--- src/rtl/ssrl_pkg.sv ---
// ----------------------------------------------------------------------------
// ssrl_pkg: shared types and constants of the servo slew-rate limiter
// Configuration layout, pipeline item and control records, fixed arithmetic
// constants of the rate-to-step scaling.
// ----------------------------------------------------------------------------
package ssrl_pkg;

    // Joints that have an angle input and a limit register
    localparam int NUM_LIMIT_JOINTS = 4;
    // Position fields in a result
    localparam int NUM_OUT_JOINTS = 4;

    localparam logic [7:0] START_DEG = 8'd60;

    // rate * dt never scales beyond 255 degrees
    localparam logic [17:0] PRODUCT_CAP = 18'd255000;
    // Widths of the time and rate-product path
    localparam int DT_W   = 18;
    localparam int PROD_W = 28;

    // prod / 1000 for prod <= PRODUCT_CAP: (prod * DIV_RECIP) >> DIV_SHIFT
    localparam logic [18:0] DIV_RECIP = 19'd268436;
    localparam int          DIV_SHIFT = 28;
    localparam logic [17:0] DIV_BASE  = 18'd1000;
    // Extra fraction bits of the remainder reciprocal
    localparam int REM_SHIFT = 20;

    typedef enum logic {
        FUNC_FRAME = 1'b0,
        FUNC_TIME  = 1'b1
    } func_e;

    typedef enum logic [2:0] {
        REG_MAX_RATE      = 3'd0,
        REG_LINK_TIMEOUT  = 3'd1,
        REG_TICK_PERIOD   = 3'd2,
        REG_BASE_LIMITS   = 3'd3,
        REG_SHLDR_LIMITS  = 3'd4,
        REG_ELBOW_LIMITS  = 3'd5,
        REG_CLAW_LIMITS   = 3'd6
    } cfg_index_e;

    typedef struct packed {
        logic [9:0]                         max_rate_dps;
        logic [15:0]                        frame_timeout_ms;
        logic [7:0]                         tick_period_ms;
        logic [NUM_LIMIT_JOINTS-1:0][15:0]  limits;     // high in 15:8, low in 7:0
    } cfg_t;

    localparam cfg_t CFG_RESET = '{
        max_rate_dps:     10'd120,
        frame_timeout_ms: 16'd500,
        tick_period_ms:   8'd20,
        limits:           {16'hA014, 16'h961E, 16'h961E, 16'hB400}
    };

    typedef struct packed {
        func_e                              func;
        logic [31:0]                        now_ms;
        logic [NUM_LIMIT_JOINTS-1:0][7:0]   angles;
    } item_t;

    // Control record that travels down the pipeline with each item
    typedef struct packed {
        logic                               tick;       // 0: command frame
        logic                               lost;
        logic [NUM_LIMIT_JOINTS-1:0][7:0]   targets;    // clamped frame angles
    } stage_ctrl_t;

    function automatic logic [7:0] clamp_angle(input logic [7:0] v, input logic [15:0] lim);
        logic [7:0] lo;
        logic [7:0] hi;
        lo = lim[7:0];
        hi = lim[15:8];
        if (v < lo) begin
            clamp_angle = lo;
        end else if (v > hi) begin
            clamp_angle = hi;
        end else begin
            clamp_angle = v;
        end
    endfunction

endpackage

--- src/rtl/ssrl_timing.sv ---
// ----------------------------------------------------------------------------
// ssrl_timing: tick decision and frame bookkeeping
// Holds the last tick and last frame times, decides tick and link loss,
// clamps frame angles and forms the rate * dt product.
// ----------------------------------------------------------------------------
module ssrl_timing
    import ssrl_pkg::*;
(
    input  logic                aclk,
    input  logic                aresetn,
    input  cfg_t                cfg,
    input  item_t               item,
    input  logic                en,
    output logic                keep,
    output stage_ctrl_t         ctrl_reg,
    output logic [PROD_W-1:0]   prod_reg
);

    logic [31:0]        last_tick_reg;
    logic [31:0]        last_frame_reg;
    logic [31:0]        dt;
    logic [31:0]        since_frame;
    logic               is_tick;
    logic               is_lost;
    logic [DT_W-1:0]    dt_cap;
    stage_ctrl_t        ctrl_next;

    always_comb begin
        dt          = item.now_ms - last_tick_reg;
        since_frame = item.now_ms - last_frame_reg;
        is_tick     = (item.func == FUNC_TIME) && (dt >= {24'd0, cfg.tick_period_ms});
        is_lost     = since_frame > {16'd0, cfg.frame_timeout_ms};
        keep        = (item.func == FUNC_FRAME) || is_tick;
        // Saturate dt early: any longer gap hits the product cap anyway
        dt_cap      = (dt > {14'd0, PRODUCT_CAP}) ? PRODUCT_CAP : dt[DT_W-1:0];

        ctrl_next.tick = is_tick;
        ctrl_next.lost = is_lost;
        for (int j = 0; j < NUM_LIMIT_JOINTS; j++) begin
            ctrl_next.targets[j] = clamp_angle(item.angles[j], cfg.limits[j]);
        end
    end

    always_ff @(posedge aclk) begin
        if (!aresetn) begin
            last_tick_reg  <= '0;
            last_frame_reg <= '0;
        end else if (en) begin
            if (item.func == FUNC_FRAME) begin
                last_frame_reg <= item.now_ms;
            end
            if (is_tick) begin
                last_tick_reg <= item.now_ms;
            end
        end
    end

    always_ff @(posedge aclk) begin
        if (en) begin
            ctrl_reg <= ctrl_next;
            prod_reg <= PROD_W'(cfg.max_rate_dps) * PROD_W'(dt_cap);
        end
    end

endmodule

--- src/rtl/ssrl_scale.sv ---
// ----------------------------------------------------------------------------
// ssrl_scale: step size from the rate product
// Three stages form floor(prod * 2^FRAC_BITS / 1000) as whole degrees from a
// reciprocal divide plus a fraction from the remainder.
// ----------------------------------------------------------------------------
module ssrl_scale
    import ssrl_pkg::*;
#(
    parameter int FRAC_BITS = 16
)
(
    input  logic                    aclk,
    input  logic [PROD_W-1:0]       prod,
    input  logic                    en2,
    input  logic                    en3,
    input  logic                    en4,
    output logic [8+FRAC_BITS-1:0]  step_reg
);

    localparam int RECIP_W = FRAC_BITS + 11;
    localparam int QPROD_W = 10 + RECIP_W;
    // ceil(2^(FRAC_BITS+REM_SHIFT) / 1000), exact for remainders below 1000
    localparam logic [RECIP_W-1:0] REM_RECIP =
        RECIP_W'(((64'd1 << (FRAC_BITS + REM_SHIFT)) + 64'd999) / 64'd1000);

    logic [17:0]            capped;
    logic [36:0]            quot_full;
    logic [17:0]            capped_reg;
    logic [7:0]             whole2_reg;
    logic [17:0]            whole_x1000;
    logic [17:0]            rem_full;
    logic [9:0]             rem_reg;
    logic [7:0]             whole3_reg;
    logic [QPROD_W-1:0]     qprod;

    // Stage 2: cap and divide by 1000
    always_comb begin
        capped    = (prod > {10'd0, PRODUCT_CAP}) ? PRODUCT_CAP : prod[17:0];
        quot_full = 37'(capped) * 37'(DIV_RECIP);
    end

    always_ff @(posedge aclk) begin
        if (en2) begin
            capped_reg <= capped;
            whole2_reg <= quot_full[DIV_SHIFT +: 8];
        end
    end

    // Stage 3: remainder of the divide
    always_comb begin
        whole_x1000 = 18'(whole2_reg) * DIV_BASE;
        rem_full    = capped_reg - whole_x1000;
    end

    always_ff @(posedge aclk) begin
        if (en3) begin
            rem_reg    <= rem_full[9:0];
            whole3_reg <= whole2_reg;
        end
    end

    // Stage 4: remainder scaled to the fraction field
    assign qprod = QPROD_W'(rem_reg) * QPROD_W'(REM_RECIP);

    always_ff @(posedge aclk) begin
        if (en4) begin
            step_reg <= {whole3_reg, qprod[REM_SHIFT +: FRAC_BITS]};
        end
    end

endmodule

--- src/rtl/ssrl_axes.sv ---
// ----------------------------------------------------------------------------
// ssrl_axes: joint targets, positions and result register
// Applies frames to targets, freezes targets on link loss, slews each
// position by at most one step and registers the rounded positions.
// ----------------------------------------------------------------------------
module ssrl_axes
    import ssrl_pkg::*;
#(
    parameter int FRAC_BITS = 16,
    parameter int JOINTS    = 4
)
(
    input  logic                                aclk,
    input  logic                                aresetn,
    input  logic                                en,
    input  stage_ctrl_t                         ctrl,
    input  logic [8+FRAC_BITS-1:0]              step,
    output logic [NUM_OUT_JOINTS-1:0][7:0]      pos_out,
    output logic                                lost_out
);

    localparam int PW = 8 + FRAC_BITS;
    localparam logic [PW-1:0] HALF      = PW'(1) << (FRAC_BITS - 1);
    localparam logic [PW-1:0] START_POS = PW'(START_DEG) << FRAC_BITS;

    function automatic logic [7:0] round_pos(input logic [PW-1:0] p);
        logic [PW:0] sum;
        logic [8:0]  whole;
        sum       = {1'b0, p} + {1'b0, HALF};
        whole     = sum[PW:FRAC_BITS];
        round_pos = whole[8] ? 8'hFF : whole[7:0];
    endfunction

    logic [JOINTS-1:0][7:0]             joint_pos;
    logic [NUM_OUT_JOINTS-1:0][7:0]     out_next;
    logic [NUM_OUT_JOINTS-1:0][7:0]     pos_out_reg;
    logic                               lost_out_reg;

    for (genvar j = 0; j < JOINTS; j++) begin : g_joint
        logic [PW-1:0]  pos_reg;
        logic [PW-1:0]  pos_next;
        logic [PW-1:0]  goal;
        logic [PW-1:0]  gap;
        logic [7:0]     tgt_reg;
        logic [7:0]     tgt_next;
        logic [7:0]     frame_tgt;

        // Joints without an angle input keep their target on a frame
        if (j < NUM_LIMIT_JOINTS) begin : g_cmd
            assign frame_tgt = ctrl.targets[j];
        end else begin : g_nocmd
            assign frame_tgt = tgt_reg;
        end

        always_comb begin
            tgt_next = tgt_reg;
            pos_next = pos_reg;
            goal     = '0;
            gap      = '0;
            if (ctrl.tick) begin
                if (ctrl.lost) begin
                    tgt_next = round_pos(pos_reg);
                end
                goal = PW'(tgt_next) << FRAC_BITS;
                if (goal >= pos_reg) begin
                    gap      = goal - pos_reg;
                    pos_next = (gap > step) ? pos_reg + step : goal;
                end else begin
                    gap      = pos_reg - goal;
                    pos_next = (gap > step) ? pos_reg - step : goal;
                end
            end else begin
                tgt_next = frame_tgt;
            end
        end

        assign joint_pos[j] = round_pos(pos_next);

        always_ff @(posedge aclk) begin
            if (!aresetn) begin
                pos_reg <= START_POS;
                tgt_reg <= START_DEG;
            end else if (en) begin
                pos_reg <= pos_next;
                tgt_reg <= tgt_next;
            end
        end
    end

    for (genvar o = 0; o < NUM_OUT_JOINTS; o++) begin : g_out
        if (o < JOINTS) begin : g_used
            assign out_next[o] = joint_pos[o];
        end else begin : g_unused
            assign out_next[o] = '0;
        end
    end

    always_ff @(posedge aclk) begin
        if (en && ctrl.tick) begin
            pos_out_reg  <= out_next;
            lost_out_reg <= ctrl.lost;
        end
    end

    assign pos_out  = pos_out_reg;
    assign lost_out = lost_out_reg;

endmodule

--- src/rtl/servo_slew_rate_limiter.sv ---
// ----------------------------------------------------------------------------
// servo_slew_rate_limiter: four-joint servo slew-rate limiter
// Clamps commanded joint angles and moves joint positions toward them no
// faster than the configured rate, on time updates at the tick period.
// ----------------------------------------------------------------------------
// A frame transfer (func 0) clamps the four angles to their joint limits,
// stores them as targets and records the frame time; it produces no result.
// A time transfer (func 1) ticks when at least tick_period_ms has passed since
// the last tick; an early one is dropped and changes nothing. Each tick
// returns one result with every position rounded half up to whole degrees
// and link_lost set when no frame arrived within the frame timeout register,
// in which case every target freezes at its current rounded position first.
// The block takes one transfer per clock while s_ready is high. A tick result
// passes a six-register path: input register, tick decision and rate * dt
// multiply, reciprocal divide by 1000, remainder, fraction scaling, and the
// position update with the result register. A result held by a stalled
// m_ready does not block input: s_ready stays high until every pipeline
// stage is full. Configuration writes are taken in any cycle (cfg_ready is
// always high) and must only come while no transfer is in flight; index 7
// is ignored.
// ----------------------------------------------------------------------------
module servo_slew_rate_limiter
    import ssrl_pkg::*;
#(
    parameter int FRAC_BITS = 16,
    parameter int JOINTS    = 4
)
(
    input  logic        aclk,
    input  logic        aresetn,

    input  logic        cfg_valid,
    output logic        cfg_ready,
    input  logic [2:0]  cfg_index,
    input  logic [15:0] cfg_data,

    input  logic        s_valid,
    output logic        s_ready,
    input  logic        s_func,
    input  logic [31:0] s_now_ms,
    input  logic [7:0]  s_base_angle,
    input  logic [7:0]  s_shoulder_angle,
    input  logic [7:0]  s_elbow_angle,
    input  logic [7:0]  s_claw_angle,

    output logic        m_valid,
    input  logic        m_ready,
    output logic [7:0]  m_base_pos,
    output logic [7:0]  m_shoulder_pos,
    output logic [7:0]  m_elbow_pos,
    output logic [7:0]  m_claw_pos,
    output logic        m_link_lost
);

    cfg_t                               cfg_reg;
    item_t                              s0_reg;
    logic                               s0_valid_reg;
    logic                               v1_reg;
    logic                               v2_reg;
    logic                               v3_reg;
    logic                               v4_reg;
    logic                               m_valid_reg;
    stage_ctrl_t                        ctrl1_reg;
    stage_ctrl_t                        ctrl2_reg;
    stage_ctrl_t                        ctrl3_reg;
    stage_ctrl_t                        ctrl4_reg;
    logic [PROD_W-1:0]                  prod1_reg;
    logic [8+FRAC_BITS-1:0]             step4_reg;
    logic [NUM_OUT_JOINTS-1:0][7:0]     pos_out;
    logic                               keep1;

    logic   in_xfer;
    logic   rdy_out;
    logic   mv0;
    logic   load1;
    logic   load2;
    logic   load3;
    logic   load4;
    logic   mv4;
    logic   free1;
    logic   free2;
    logic   free3;
    logic   free4;

    // ------------------------------------------------------------------
    // Configuration registers
    // ------------------------------------------------------------------
    assign cfg_ready = 1'b1;

    always_ff @(posedge aclk) begin
        if (!aresetn) begin
            cfg_reg <= CFG_RESET;
        end else if (cfg_valid) begin
            unique case (cfg_index_e'(cfg_index))
                REG_MAX_RATE:     cfg_reg.max_rate_dps     <= cfg_data[9:0];
                REG_LINK_TIMEOUT: cfg_reg.frame_timeout_ms <= cfg_data;
                REG_TICK_PERIOD:  cfg_reg.tick_period_ms   <= cfg_data[7:0];
                REG_BASE_LIMITS:  cfg_reg.limits[0]        <= cfg_data;
                REG_SHLDR_LIMITS: cfg_reg.limits[1]        <= cfg_data;
                REG_ELBOW_LIMITS: cfg_reg.limits[2]        <= cfg_data;
                REG_CLAW_LIMITS:  cfg_reg.limits[3]        <= cfg_data;
                default: ;
            endcase
        end
    end

    // ------------------------------------------------------------------
    // Pipeline flow: each stage advances when the next one is free or
    // leaving. Frames and early time items never occupy the result register.
    // ------------------------------------------------------------------
    always_comb begin
        rdy_out = !m_valid_reg || m_ready;
        mv4     = v4_reg && (!ctrl4_reg.tick || rdy_out);
        free4   = !v4_reg || mv4;
        load4   = v3_reg && free4;
        free3   = !v3_reg || load4;
        load3   = v2_reg && free3;
        free2   = !v2_reg || load3;
        load2   = v1_reg && free2;
        free1   = !v1_reg || load2;
        mv0     = s0_valid_reg && free1;
        // Drop time items that arrive before the tick period is up
        load1   = mv0 && keep1;
        s_ready = !s0_valid_reg || free1;
        in_xfer = s_valid && s_ready;
    end

    always_ff @(posedge aclk) begin
        if (!aresetn) begin
            s0_valid_reg <= 1'b0;
            v1_reg       <= 1'b0;
            v2_reg       <= 1'b0;
            v3_reg       <= 1'b0;
            v4_reg       <= 1'b0;
            m_valid_reg  <= 1'b0;
        end else begin
            s0_valid_reg <= in_xfer || (s0_valid_reg && !mv0);
            v1_reg       <= load1 || (v1_reg && !load2);
            v2_reg       <= load2 || (v2_reg && !load3);
            v3_reg       <= load3 || (v3_reg && !load4);
            v4_reg       <= load4 || (v4_reg && !mv4);
            m_valid_reg  <= (mv4 && ctrl4_reg.tick) || (m_valid_reg && !m_ready);
        end
    end

    // Input register
    always_ff @(posedge aclk) begin
        if (in_xfer) begin
            s0_reg.func      <= func_e'(s_func);
            s0_reg.now_ms    <= s_now_ms;
            s0_reg.angles[0] <= s_base_angle;
            s0_reg.angles[1] <= s_shoulder_angle;
            s0_reg.angles[2] <= s_elbow_angle;
            s0_reg.angles[3] <= s_claw_angle;
        end
    end

    // Carry the control record alongside the step computation
    always_ff @(posedge aclk) begin
        if (load2) begin
            ctrl2_reg <= ctrl1_reg;
        end
        if (load3) begin
            ctrl3_reg <= ctrl2_reg;
        end
        if (load4) begin
            ctrl4_reg <= ctrl3_reg;
        end
    end

    // ------------------------------------------------------------------
    // Datapath
    // ------------------------------------------------------------------
    ssrl_timing u_timing (
        .aclk     (aclk),
        .aresetn  (aresetn),
        .cfg      (cfg_reg),
        .item     (s0_reg),
        .en       (mv0),
        .keep     (keep1),
        .ctrl_reg (ctrl1_reg),
        .prod_reg (prod1_reg)
    );

    ssrl_scale #(
        .FRAC_BITS (FRAC_BITS)
    ) u_scale (
        .aclk     (aclk),
        .prod     (prod1_reg),
        .en2      (load2),
        .en3      (load3),
        .en4      (load4),
        .step_reg (step4_reg)
    );

    ssrl_axes #(
        .FRAC_BITS (FRAC_BITS),
        .JOINTS    (JOINTS)
    ) u_axes (
        .aclk     (aclk),
        .aresetn  (aresetn),
        .en       (mv4),
        .ctrl     (ctrl4_reg),
        .step     (step4_reg),
        .pos_out  (pos_out),
        .lost_out (m_link_lost)
    );

    assign m_valid        = m_valid_reg;
    assign m_base_pos     = pos_out[0];
    assign m_shoulder_pos = pos_out[1];
    assign m_elbow_pos    = pos_out[2];
    assign m_claw_pos     = pos_out[3];

endmodule

--- config.mk ---
export PLATFORM = sky130hd
export DESIGN_NAME = servo_slew_rate_limiter
export DESIGN_NICKNAME = d
export VERILOG_FILES = /design/src/rtl/ssrl_pkg.sv /design/src/rtl/ssrl_timing.sv /design/src/rtl/ssrl_scale.sv /design/src/rtl/ssrl_axes.sv /design/src/rtl/servo_slew_rate_limiter.sv
export SDC_FILE = /design/constraint.sdc
export NUM_CORES = 2
export LEC_CHECK = 0
export BUFFER_PORTS_ARGS = -buffer_cell sky130_fd_sc_hd__buf_2
export CAP_MARGIN = 20
export CELL_PAD_IN_SITES_DETAIL_PLACEMENT = 1
export CELL_PAD_IN_SITES_GLOBAL_PLACEMENT = 2
export CORE_MARGIN = 1
export CORE_UTILIZATION = 41
export DETAILED_ROUTE_END_ITERATION = 6
export PLACE_DENSITY = 0.8
export RECOVER_POWER = 100
export SETUP_SLACK_MARGIN = 0.05
export SLEW_MARGIN = 20
export SYNTH_ARGS = -nofsm -noshare
export SYNTH_HDL_FRONTEND = slang
export SYNTH_HIERARCHICAL = 1
export SYNTH_SLANG_ARGS = --single-unit
--- constraint.sdc ---
create_clock -name aclk -period 11.84 [get_ports aclk]
set_input_delay 1.776 -clock aclk [delete_from_list [all_inputs] [get_ports aclk]]
set_output_delay 1.776 -clock aclk [all_outputs]
set_load 0.02 [all_outputs]
* Word-level counts from Yosys, hierarchy flattened
Cells that the tools add are included.
** Word-level totals
- Bits in registers :: 618
- Word-level logic and storage cells :: 220
- Output and inout port bits :: 36
** Operators by class
- Reductions and logical operators :: 52
- Order comparisons :: 24
- Multipliers :: 4
- Eq/ne operators :: 6
- $add $sub $neg :: 27
- Bitwise gates (word level) :: 1
- Mux-type cells :: 42
** Operator list (number)
- $mux W24 :: 16
- $sub A24 B24 Y24 :: 12
- $add A24 B16 Y25 const B :: 8
- $gt A24 B24 Y1 :: 8
- $mux W8 :: 24
- $add A24 B24 Y24 :: 4
- $ge A24 B24 Y1 :: 4
- $sub A32 B32 Y32 :: 2
- $mul A10 B27 Y36 const B :: 1
- $mux W18 :: 2
- $mul A18 B17 Y34 const B :: 1
- $ge A32 B8 Y1 :: 1
- $gt A32 B16 Y1 :: 1
- $gt A32 B18 Y1 const B :: 1
- $gt A8 B8 Y1 :: 4
- $lt A8 B8 Y1 :: 4
- $gt A28 B18 Y1 const B :: 1
- $mul A10 B18 Y28 :: 1
- $reduce_and A2 Y1 :: 9
- $logic_and A1 B1 Y1 :: 15
- $logic_or A1 B1 Y1 :: 14
- $logic_not A1 Y1 :: 13
- $sub A10 B10 Y10 :: 1
- $eq A3 B3 Y1 const B :: 3
- 5 further kinds :: 6

* Depth between registers and ports, before layout
- Depth in word-level cells :: 15
- Depth in mapped cells :: 38
- Depth with buffers taken out :: 35

* Modules after synthesis
The synthesis kept the hierarchy.
** By module, submodules not included
- ssrl_axes :: times used 1, sequential area each 3553.4 µm², cells an instance 3528, area each 25627.1 µm²
- ssrl_timing :: times used 1, sequential area each 3143.0 µm², cells an instance 1968, area each 16609.7 µm²
- ssrl_scale :: times used 1, sequential area each 1801.7 µm², cells an instance 953, area each 9809.4 µm²
- servo_slew_rate_limiter :: times used 1, sequential area each 7096.8 µm², cells an instance 629, area each 8994.9 µm²

* Least setup slack after synthesis
No wires, ideal clock.
- Path kind :: flip-flop to flip-flop
- From :: register s0_reg[32] (netlist bit)
- To :: register u_timing.prod_reg[26], data pin
- Setup slack :: 2.496 ns
- Arrival :: 9.087 ns
- Period minus slack after synthesis :: 9.344 ns
- Stages on the path, launching flop included :: 36
- Cells stage by stage :: edfxtp_1 -> inv_1 -> ha_1 -> inv_1 -> fa_1 -> a21o_1 -> a221o_1 -> a22oi_1 -> o21ai_0 -> a21o_1 -> a21oi_1 -> or4b_1 -> or4_1 -> buf_2 -> nor2_1 -> buf_2 -> clkbuf_1 -> nand3b_1 -> fa_1 -> fa_1 -> inv_1 -> fa_1 -> fa_1 -> inv_1 -> fa_1 -> inv_1 -> ha_1 -> a211o_1 -> a2bb2oi_1 -> a221o_1 -> a211o_1 -> a31o_2 -> o41ai_1 -> o21bai_1 -> a21oi_1 -> xnor2_1
** Between the ends
- Cells in the longest elaborated chain, start to end :: 4
** Ends and longest elaborated chain
- from (decl) :: RTL line servo_slew_rate_limiter.sv:56 : item_t s0_reg;
- $sub A32 B32 Y32 (*) :: RTL line ssrl_timing.sv:29 : dt = item.now_ms - last_tick_reg;
- $gt A32 B18 Y1 :: RTL line ssrl_timing.sv:35 : dt_cap = (dt > {14'd0, PRODUCT_CAP}) ? PRODUCT_CAP : dt[DT_W-1:0];
- $mux W18 (*) :: RTL line ssrl_timing.sv:35
- $mul A10 B18 Y28 (*) :: RTL line ssrl_timing.sv:61 : prod_reg <= PROD_W'(cfg.max_rate_dps) * PROD_W'(dt_cap);
- to (signal assigned) :: RTL line ssrl_timing.sv:61
- to (decl) :: RTL line ssrl_timing.sv:16 : output logic [PROD_W-1:0] prod_reg
Mark *: on every way between the ends. The rest lies on a longest branch, timed or not.
A chain may end at the register's enable or synchronous reset.

* Final worst setup path
- From :: register ctrl4_reg[32] (netlist bit)
- To :: register u_axes.pos_out_reg (netlist bit u_axes/pos_out[7]), data pin
** Between the ends
- Cells in the longest elaborated chain, start to end :: 8
** Ends and longest elaborated chain
- from (decl) :: RTL line servo_slew_rate_limiter.sv:66 : stage_ctrl_t ctrl4_reg;
- from (signal assigned) :: RTL line servo_slew_rate_limiter.sv:167 : ctrl4_reg <= ctrl3_reg;
- $mux W8 (*) :: RTL line ssrl_axes.sv:61 : if (ctrl.lost) begin
- $mux W8 (*) :: RTL line ssrl_axes.sv:60 : if (ctrl.tick) begin
- $sub A24 B24 Y24, on equally long branches :: RTL line ssrl_axes.sv:69, ssrl_axes.sv:66
- $gt A24 B24 Y1, on equally long branches :: RTL line ssrl_axes.sv:70, ssrl_axes.sv:67
- $mux W24, on equally long branches :: RTL line ssrl_axes.sv:70, ssrl_axes.sv:67
- $mux W24 (*) :: RTL line ssrl_axes.sv:65 : if (goal >= pos_reg) begin
- $mux W24 (*) :: RTL line ssrl_axes.sv:60
- named net u_axes.g_joint[0].pos_next[16] :: RTL line ssrl_axes.sv:41 : logic [PW-1:0] pos_next;
- $add A24 B16 Y25 (*) :: RTL line ssrl_axes.sv:29 : sum = {1'b0, p} + {1'b0, HALF};
- to (signal assigned) :: RTL line ssrl_axes.sv:100 : pos_out_reg <= out_next;
- to (decl) :: RTL line ssrl_axes.sv:36 : logic [NUM_OUT_JOINTS-1:0][7:0] pos_out_reg;
The timed path passes the listed nets; every way through them passes the cells marked *. The select of a mux whose other input is x is not followed.

==> flow_metrics.env <==
export IMPL_outcome="finished, violations left"
export IMPL_violations="max-capacitance violations, max-slew violations"
export IMPL_r2r_end="u_axes/pos_out[7]"
export IMPL_ys_ff_latch=618
export IMPL_layout_drive_gt1_share_pct=4.93
export IMPL_clk_latency_ns=0.71
export IMPL_grt_pass1_vias=55400
export IMPL_vias=53000
export IMPL_slowest_delay_ns=1.72
export IMPL_routed_via_density=5.87
export IMPL_core_um2=148000
export IMPL_drv_slew=947
export IMPL_fp_dieH_um=388
export IMPL_fillers=17400
export IMPL_routed_wl_um=209000
export IMPL_cp_start_kind="flip-flop"
export IMPL_dieArea_um2=150000
export IMPL_grt_pass1_wl_um=324000
export IMPL_synthXorXnorAreaFrac_pct=4.30
export IMPL_synth_distinct_cells=114
export IMPL_worstHoldStart="u_timing/ctrl_reg[18]"
export IMPL_synthArstFlopShare_pct=0
export IMPL_finalHoldViolCount=0
export IMPL_synth_top_family_by_area="adder cells"
export IMPL_power_internal_mw=4.52
export IMPL_start_util_pct=41.3
export IMPL_cts_setup_buffers=0
export IMPL_critical_path_class="flip-flop to flip-flop"
export IMPL_root_buffer="clkbuf_16"
export IMPL_crit_family="buffers and inverters"
export IMPL_synth_net_count=8249
export IMPL_p_sw_share_pct=33.2
export IMPL_syn_area_um2=61000
export IMPL_grt_overflow_total=0
export IMPL_ys_seq_area_share_pct=25.5
export IMPL_yosys_most_used_dff="edfxtp_1"
export IMPL_combPwrFrac_pct=26.2
export IMPL_hold_path_depth=0
export IMPL_synthCells=7078
export IMPL_final_setup_viol_count=0
export IMPL_place_inst=8881
export IMPL_drt_pass1_iter_count=6
export IMPL_p_per_area_nw_per_um2=103
export IMPL_slew_headroom_pct=-446
export IMPL_finalNetCount=8203
export IMPL_hp_class="flip-flop to flip-flop"
export IMPL_cts_buffer_depth=3
export IMPL_final_common_cell="ha_1"
export IMPL_wl_per_cell_um=23.2
export IMPL_dp_hpwl_um=157000
export IMPL_area_delta_synth_final_pct=7.90
export IMPL_power_leakage_nw=29.0
export IMPL_power_switching_mw=2.24
export IMPL_cts_buffers=79
export IMPL_final_cells=9030
export IMPL_fin_skew_ns=0.0408
export IMPL_drtIter0Drc=3093
export IMPL_synth_simple_area_share_pct=16.5
export IMPL_cts_resized=0
export IMPL_cp_max_fo=35
export IMPL_setup_tns_ns=0
export IMPL_clock_power_share_pct=37.7
export IMPL_synth_mux_area_share_pct=2.26
export IMPL_final_min_clock_period_ns=11.08
export IMPL_clk_pin_slew_ns=0.07
export IMPL_syn_avg_cell_area_um2=8.62
export IMPL_seqPwrFrac_pct=36.0
export IMPL_critPathBufInv=4
export IMPL_worstPathArrival_ns=11.53
export IMPL_rsz0062_at_grt="no"
export IMPL_hold_buffers=0
export IMPL_drtAntennaViolNets=0
export IMPL_synth_adder_area_share_pct=25.2
export IMPL_cts_sinks=618
export IMPL_largest_register_ffs=98
export IMPL_endpoint_kind="flip-flop"
export IMPL_die_w_um=388
export IMPL_maxCapViolations=18
export IMPL_total_power_mw=6.76
export IMPL_synth_compound_area_share_pct=19.4
export IMPL_slowest_stage="clkbuf_1"
export IMPL_crit_reg2reg_launch="ctrl4_reg[32]"
export IMPL_r2r_cells=25
export IMPL_drc=0
export IMPL_grt_max_degree=183
export IMPL_antenna_found_initial=10
export IMPL_rrSetupSlack_ns=0.76
export IMPL_cts_tree="done"
export IMPL_portBuffers=123
export IMPL_grt_usage_pct=27.3
export IMPL_rows=141
export IMPL_required_ns=12.29
export IMPL_crit_top_cell="ha_1"
export IMPL_place_gp_congestion=0.903
export IMPL_mostFrequentLayoutCells="ha_1 (838), inv_1 (747), nand2_1 (735)"
export IMPL_worst_pin_slew_ns=8.19
export IMPL_pin_count=125
export IMPL_synth_edf_count=322
export IMPL_yosysWarnings=6
export IMPL_finalCritPeriodShare_pct=93.6
export IMPL_max_freq_ghz=0.0903
export IMPL_peakVddDrop_uv=102
export IMPL_htreeDepth=3
export IMPL_hold_end="ctrl2_reg[18]"
## cell type report
cell class / instances / area, µm² / area share, %
antenna: 1 / 2.50 / 0.00380
inverter: 751 / 2820 / 4.28
clock inverter: 52 / 602 / 0.914
timing repair buffer: 193 / 1020 / 1.55
tap: 1930 / 2410 / 3.67
multi-input combinational: 5389 / 41300 / 62.7
sequential: 618 / 15600 / 23.7
clock buffer: 96 / 2120 / 3.23
## worst max path at each step
| stage | endpoint | from | cells past startpoint |
|---|---|---|---|
| final | u_axes/pos_out[7] | ctrl4_reg[32] | 25 |
| after floorplan | u_timing/prod_reg[26] | s0_reg[32] | 35 |
| after global routing | u_timing/prod_reg[27] | s0_reg[32] | 31 |
| after detailed placement | u_timing/prod_reg[27] | s0_reg[32] | 31 |
| after CTS | u_timing/prod_reg[27] | s0_reg[32] | 31 |
| after global placement | u_timing/prod_reg[27] | s0_reg[32] | 31 |
## synth_stat cells, types with 80 or more instances
cell,n,area (µm²)
fa_1,244,4880
nand4_1,80,500
xnor2_1,223,1950
edfxtp_1,322,9670
o21ai_0,273,1370
nor2_1,430,1610
nand3_1,216,1080
mux2i_1,114,1140
dfxtp_1,296,5930
nor3_1,119,596
a21boi_0,94,706
ha_1,838,10500
inv_1,748,2810
clkbuf_1,255,957
and3_1,96,601
a21oi_1,531,2660
o21a_1,81,608
a21o_1,122,916
nand2_1,735,2760
## routing by layer
| metal | vias to the layer above | GRT usage, % | routed length (µm) |
|---|---|---|---|
| met4 | 4 | 9.08 | 7530 |
| met5 | - | 0 | 23 |
| li1 | 25000 | - | - |
| met1 | 26600 | 35.5 | 93400 |
| met2 | 1061 | 47.0 | 100000 |
| met3 | 329 | 2.89 | 8260 |
## logic make-up after synthesis
family	count (synthesis)
AND/OR/NAND/NOR	2087
AO/OA/AOI/OAI	1784
adder cells (fa/ha/maj)	1082
buffers and inverters	1071
flip-flops	618
XOR/XNOR	300
multiplexers	135
other	1
## through the flow
step           area, µm²  hold WS [ns]  util (%)  setup WS (ns)
6_report           65900         0.405      44.6          0.761
5_1_grt            65900         0.420      44.6          0.409
4_1_cts            66100         0.405      44.7           1.29
3_5_place_dp       63300         0.406      42.9           1.29
3_3_place_gp       63300         0.401      42.9           1.51
2_1_floorplan      61000         0.400         -           2.50
## power groups by stage
stage | registers, mW | logic [mW] | clock network, mW
finish | 2.44 | 1.77 | 2.55
global route | 2.44 | 1.98 | 2.69
CTS | 2.43 | 1.78 | 2.62
detailed placement | 2.48 | 1.76 | 0
global placement | 2.47 | 1.71 | 0
floorplan | 2.44 | 1.27 | 0
(Power assumes the default switching activity.)
